===== src/rtl/core/uvs_pkg.sv =====
// Shared constants, types and tables of the UV-sphere vertex generator.
package uvs_pkg;

  // Configuration register indexes.
  localparam logic [1:0] REG_SECTOR_COUNT  = 2'd0;
  localparam logic [1:0] REG_STACK_COUNT   = 2'd1;
  localparam logic [1:0] REG_SPHERE_RADIUS = 2'd2;

  localparam logic [7:0]  SECTOR_COUNT_RST  = 8'd36;
  localparam logic [7:0]  STACK_COUNT_RST   = 8'd18;
  localparam logic [15:0] SPHERE_RADIUS_RST = 16'd256;
  localparam logic [7:0]  SECTOR_COUNT_MIN  = 8'd3;
  localparam logic [7:0]  STACK_COUNT_MIN   = 8'd2;

  // Pipeline depths.
  localparam int DIV_LAT = 32;
  localparam int SC_LAT  = 16;
  localparam int LAST    = DIV_LAT + SC_LAT + 3;

  localparam logic [32:0] TWO_PI_Q30 = 33'd6746518852;
  localparam logic [30:0] ONE_Q30    = 31'h4000_0000;
  localparam logic [21:0] HALF_QUAD  = 22'h20_0000;
  localparam logic [22:0] QUAD       = 23'h40_0000;
  localparam logic [16:0] POS_MAX    = 17'd65535;

  // Reciprocals ceil(2^38 / k) of the Horner divisors.
  localparam logic [37:0] RECIP_SIN [5] = '{
    38'd2498890064, 38'd3817748708, 38'd6544712071, 38'd13743895348, 38'd45812984491
  };
  localparam logic [37:0] RECIP_COS [6] = '{
    38'd2082408386, 38'd3054198967, 38'd4908534053, 38'd9162596899,
    38'd22906492246, 38'd137438953472
  };

  typedef struct packed {
    logic [15:0] k1;
    logic [15:0] k2;
    logic        upper;
    logic        lower;
  } sb_t;

endpackage


===== src/rtl/core/uvs_div.sv =====
// Pipelined restoring divider of a 32-bit numerator by an 8-bit divisor, one bit per stage.
module uvs_div
  import uvs_pkg::*;
(
  input  logic        clk,
  input  logic        en,
  input  logic [31:0] num,
  input  logic [7:0]  den,
  output logic [31:0] quo
);

  // The shift word holds the unused numerator bits on top and quotient bits below.
  logic [7:0]  rem [1:DIV_LAT-1];
  logic [31:0] w   [1:DIV_LAT];

  genvar k;
  generate
    for (k = 0; k < DIV_LAT; k++) begin : g_stage
      logic [7:0]  r_in;
      logic [31:0] w_in;
      logic [8:0]  t;
      logic        ge;
      logic [8:0]  diff;
      if (k == 0) begin : g_first
        assign r_in = 8'd0;
        assign w_in = num;
      end else begin : g_rest
        assign r_in = rem[k];
        assign w_in = w[k];
      end
      assign t    = {r_in, w_in[31]};
      assign ge   = t >= {1'b0, den};
      assign diff = t - {1'b0, den};
      always_ff @(posedge clk) begin
        if (en) begin
          w[k+1] <= {w_in[30:0], ge};
        end
      end
      if (k < DIV_LAT - 1) begin : g_rem
        always_ff @(posedge clk) begin
          if (en) begin
            rem[k+1] <= ge ? diff[7:0] : t[7:0];
          end
        end
      end
    end
  endgenerate

  assign quo = w[DIV_LAT];

endmodule


===== config.mk =====
export PLATFORM = sky130hd
export DESIGN_NAME = uvs_div
export DESIGN_NICKNAME = d
export VERILOG_FILES = /design/src/rtl/core/uvs_pkg.sv /design/src/rtl/core/uvs_div.sv
export SDC_FILE = /design/constraint.sdc
export NUM_CORES = 1
export LEC_CHECK = 0
export ABC_AREA = 1
export BUFFER_PORTS_ARGS = -buffer_cell sky130_fd_sc_hd__buf_2
export CAP_MARGIN = 30
export CORE_UTILIZATION = 47
export DETAILED_ROUTE_END_ITERATION = 8
export GPL_TIMING_DRIVEN = 0
export MAX_ROUTING_LAYER = met4
export PLACE_DENSITY_LB_ADDON = 0.08
export SETUP_SLACK_MARGIN = 0.3
export SYNTH_ARGS = -nofsm -noshare
export SYNTH_HDL_FRONTEND = slang
export SYNTH_SLANG_ARGS = --single-unit
export TNS_END_PERCENT = 10

===== constraint.sdc =====
create_clock -name clk -period 2.29 [get_ports clk]
set_input_delay 0.1145 -clock clk [delete_from_list [all_inputs] [get_ports clk]]
set_output_delay 0.1145 -clock clk [all_outputs]
set_load 0.01 [all_outputs]

==> out/qor.yml <==
synth:
  synth_edf_count: 1272
  synth_top_area_cell: "edfxtp_1"
  synth_top_family_by_area: "simple AND/OR/NAND/NOR gates"
  synth_area_leaders: "edfxtp_1, nand2_1, ha_1, nand3_1, inv_1"
  yosys_most_used_dff: "edfxtp_1"
  synth-xor-area-share_pct: 1.45
  synthCells: 4420
  synth_fa_ha_area_share_pct: 6.77
  synth_warnings: 0
  ys_top_cells_by_count: "nand2_1, edfxtp_1, inv_1, nand3_1, ha_1"
  synth_compound_area_share_pct: 1.28
  synth.mux.area_fraction_pct: 0
  yosysUniqueCellTypes: 33
  syn_nets: 4742
  synth.yosys.seq_area_share_pct: 69.4
  yosys.area_share.simple_pct: 17.2
  synth_top_area_share_pct: 69.4
  async_flop_share_pct: 0
  synth_area_um2: 55100
  synth_most_common_cell: "nand2_1"
  ys_ff_latch: 1272
  avgSynthCellArea_um2: 12.5
die:
  num_rows: 125
  core-area_um2: 116000
  start_util_pct: 47.4
  die_h_um: 344
  num_io_pins: 74
  dieArea_um2: 119000
  die_w_um: 344
sta:
  setup_slack_ns: 0.317
  slew_viol_final: 0
  slew_headroom_pct: 38.8
  setup_violations: 0
  fin_crit_ns: 1.97
  finClkSkew_ns: 0.0195
  hold_viol: 0
  rsz0062_at_grt: "true"
  clock.fmax_mhz: 507
  finalCritPeriodShare_pct: 86.2
  max_slew.worst_pin.slew_ns: 0.919
  whs_ns: 0.0477
routing:
  drt_iter0_markers: 2014
  viasPerCell: 4.90
  wl_um: 96200
  wl_per_cell_um: 15.1
  vias: 31300
  firstDrtPassIters: 5
  drc_errors: 0
  antenna_left: 0
setup_path:
  crit_path_start_kind: "flop"
  worst_setup_path_end_kind: "flop"
  cp_max_fo: 9
  crit_type: "reg2reg"
  required_ns: 2.76
  crit_arrival_ns: 2.44
layout:
  fin_nets: 5072
  fill_cells: 9783
  num_antenna_cells: 0
  drive_gt1_share_pct: 11.9
  postLayoutCellArea_um2: 63600
  area_growth_pct: 15.5
  fin_cells: 6376
global_routing:
  antenna_found_initial: 0
  grt_use_total_pct: 17.0
  grt_max_degree: 172
  grt_pass1_vias: 30200
  overflow: 0
  grt_pass1_wl_um: 155000
power_and_ir_drop:
  power.total_w: 0.0768
  ir_worst_vdd_v: 0.000774
  power_density_nw_per_um2: 1210
  p_leak_nw: 26.5
clock_network:
  cts_buffers: 138
  clockBufferDepth: 3
  tritoncts: "built"
  insertion_delay_ns: 0.73
  cts_root_buffer: "clkbuf_16"
  ctsHtreeMaxLevel: 4
  cts_sinks: 1272
  clk_pin_slew_ns: 0.07
placement:
  dp_slack_ns: -1.82
  hpwl_um: 58500
  io_buffers: 73
  place_area_um2: 57800
  dpl.cell_count: 6034
  gp_congestion: 0.818
job:
  drv_cap: 0
hold_path:
  hp-class: "in2reg"
run_status:
  status: "complete, no violations"
[report_power, final]
part | switching (W) | internal [W]
logic | 0.0141 | 0.00869
clock network | 0.00870 | 0.0128
registers | 0.00185 | 0.0306
[kinds of logic after synthesis]
group	Yosys count
buffers and inverters	526
AND/OR/NAND/NOR	2124
AO/OA/AOI/OAI	127
XOR/XNOR	91
adder cells (fa/ha/maj)	280
flip-flops	1272
[worst paths after layout]
check                           startpoint           to  slack [ns]  cells past startpoint
worst max-delay path            rem[0][98]  rem[0][108]        0.32                      9
worst min-delay path                    en    w[0][124]        0.05                      2
worst max register to register  rem[0][98]  rem[0][108]        0.32                      9
worst min register to register   w[0][473]    w[0][506]        0.41                      0
[layout make-up]
type,count,area (um2),share of cell area (%)
sequential,1272,38200,60.1
clock inverter,72,749,1.18
inverter,493,1880,2.95
tap,1524,1910,3.00
timing repair buffer,176,1760,2.77
buffer,33,304,0.478
multi-input combinational,2635,15100,23.8
timing repair inverter,1,7.51,0.0118
clock buffer,170,3660,5.75
[flip-flops by register name, indices dropped and copies added (netlist names)]
signal / flops
w: 1024
rem: 248
[routing by layer]
layer | part of all wire, % | vias to the layer above | GRT usage, %
met1 | 48 | 14700 | 23.3
met3 | 3.6 | 176 | 2.94
met2 | 45 | 484 | 25.7
met5 | 0 | - | -
li1 | - | 15900 | -
met4 | 2.6 | 0 | 5.83
[repair_timing]
action / 4_1_cts / 5_1_grt
setup buffers: 8 / 30
endpoints found under the hold margin: 60 / 0
resized for setup: 5 / 65
cloned: 8 / 13
pin swaps: 0 / 13
hold buffers: 41 / 0
endpoints found under the setup margin: 607 / 242
[worst max-delay path, cell delays in order (launching register included)]
cell	delay (ns)
edfxtp_1	0.42
ha_1	0.38
nand2_1	0.12
inv_1	0.05
a21oi_1	0.19
nand2_1	0.13
nand2_4	0.17
nand2_8	0.10
nand2_1	0.07
nand2_1	0.07
[stage by stage]
stage	setup TNS [ns]	utilization, %
after global placement	-	49.4
after global routing	0	54.7
final	0	54.7
after floorplan	0	-
after detailed placement	-788.35	49.7
after CTS	0	54.2
[cell usage in the layout, fill, tap and decap left out, drive strengths merged, types with 9 or more instances in the layout]
cell type | netlist | final
ha | 250 | 250
or2 | 11 | 11
a21oi | 125 | 125
clkinvlp | 0 | 19
nand3 | 439 | 439
bufinv | 0 | 13
edfxtp | 1272 | 1272
inv | 488 | 488
nand2 | 1371 | 1378
buf | 33 | 164
clkbuf | 0 | 170
nand3b | 9 | 9
fa | 30 | 30
nor2 | 195 | 201
nand4 | 59 | 59
xnor2 | 34 | 34
xor2 | 57 | 57
dlygate4sd3 | 0 | 39
nor3 | 32 | 32
clkinv | 5 | 46
(Power assumes the default switching activity.)
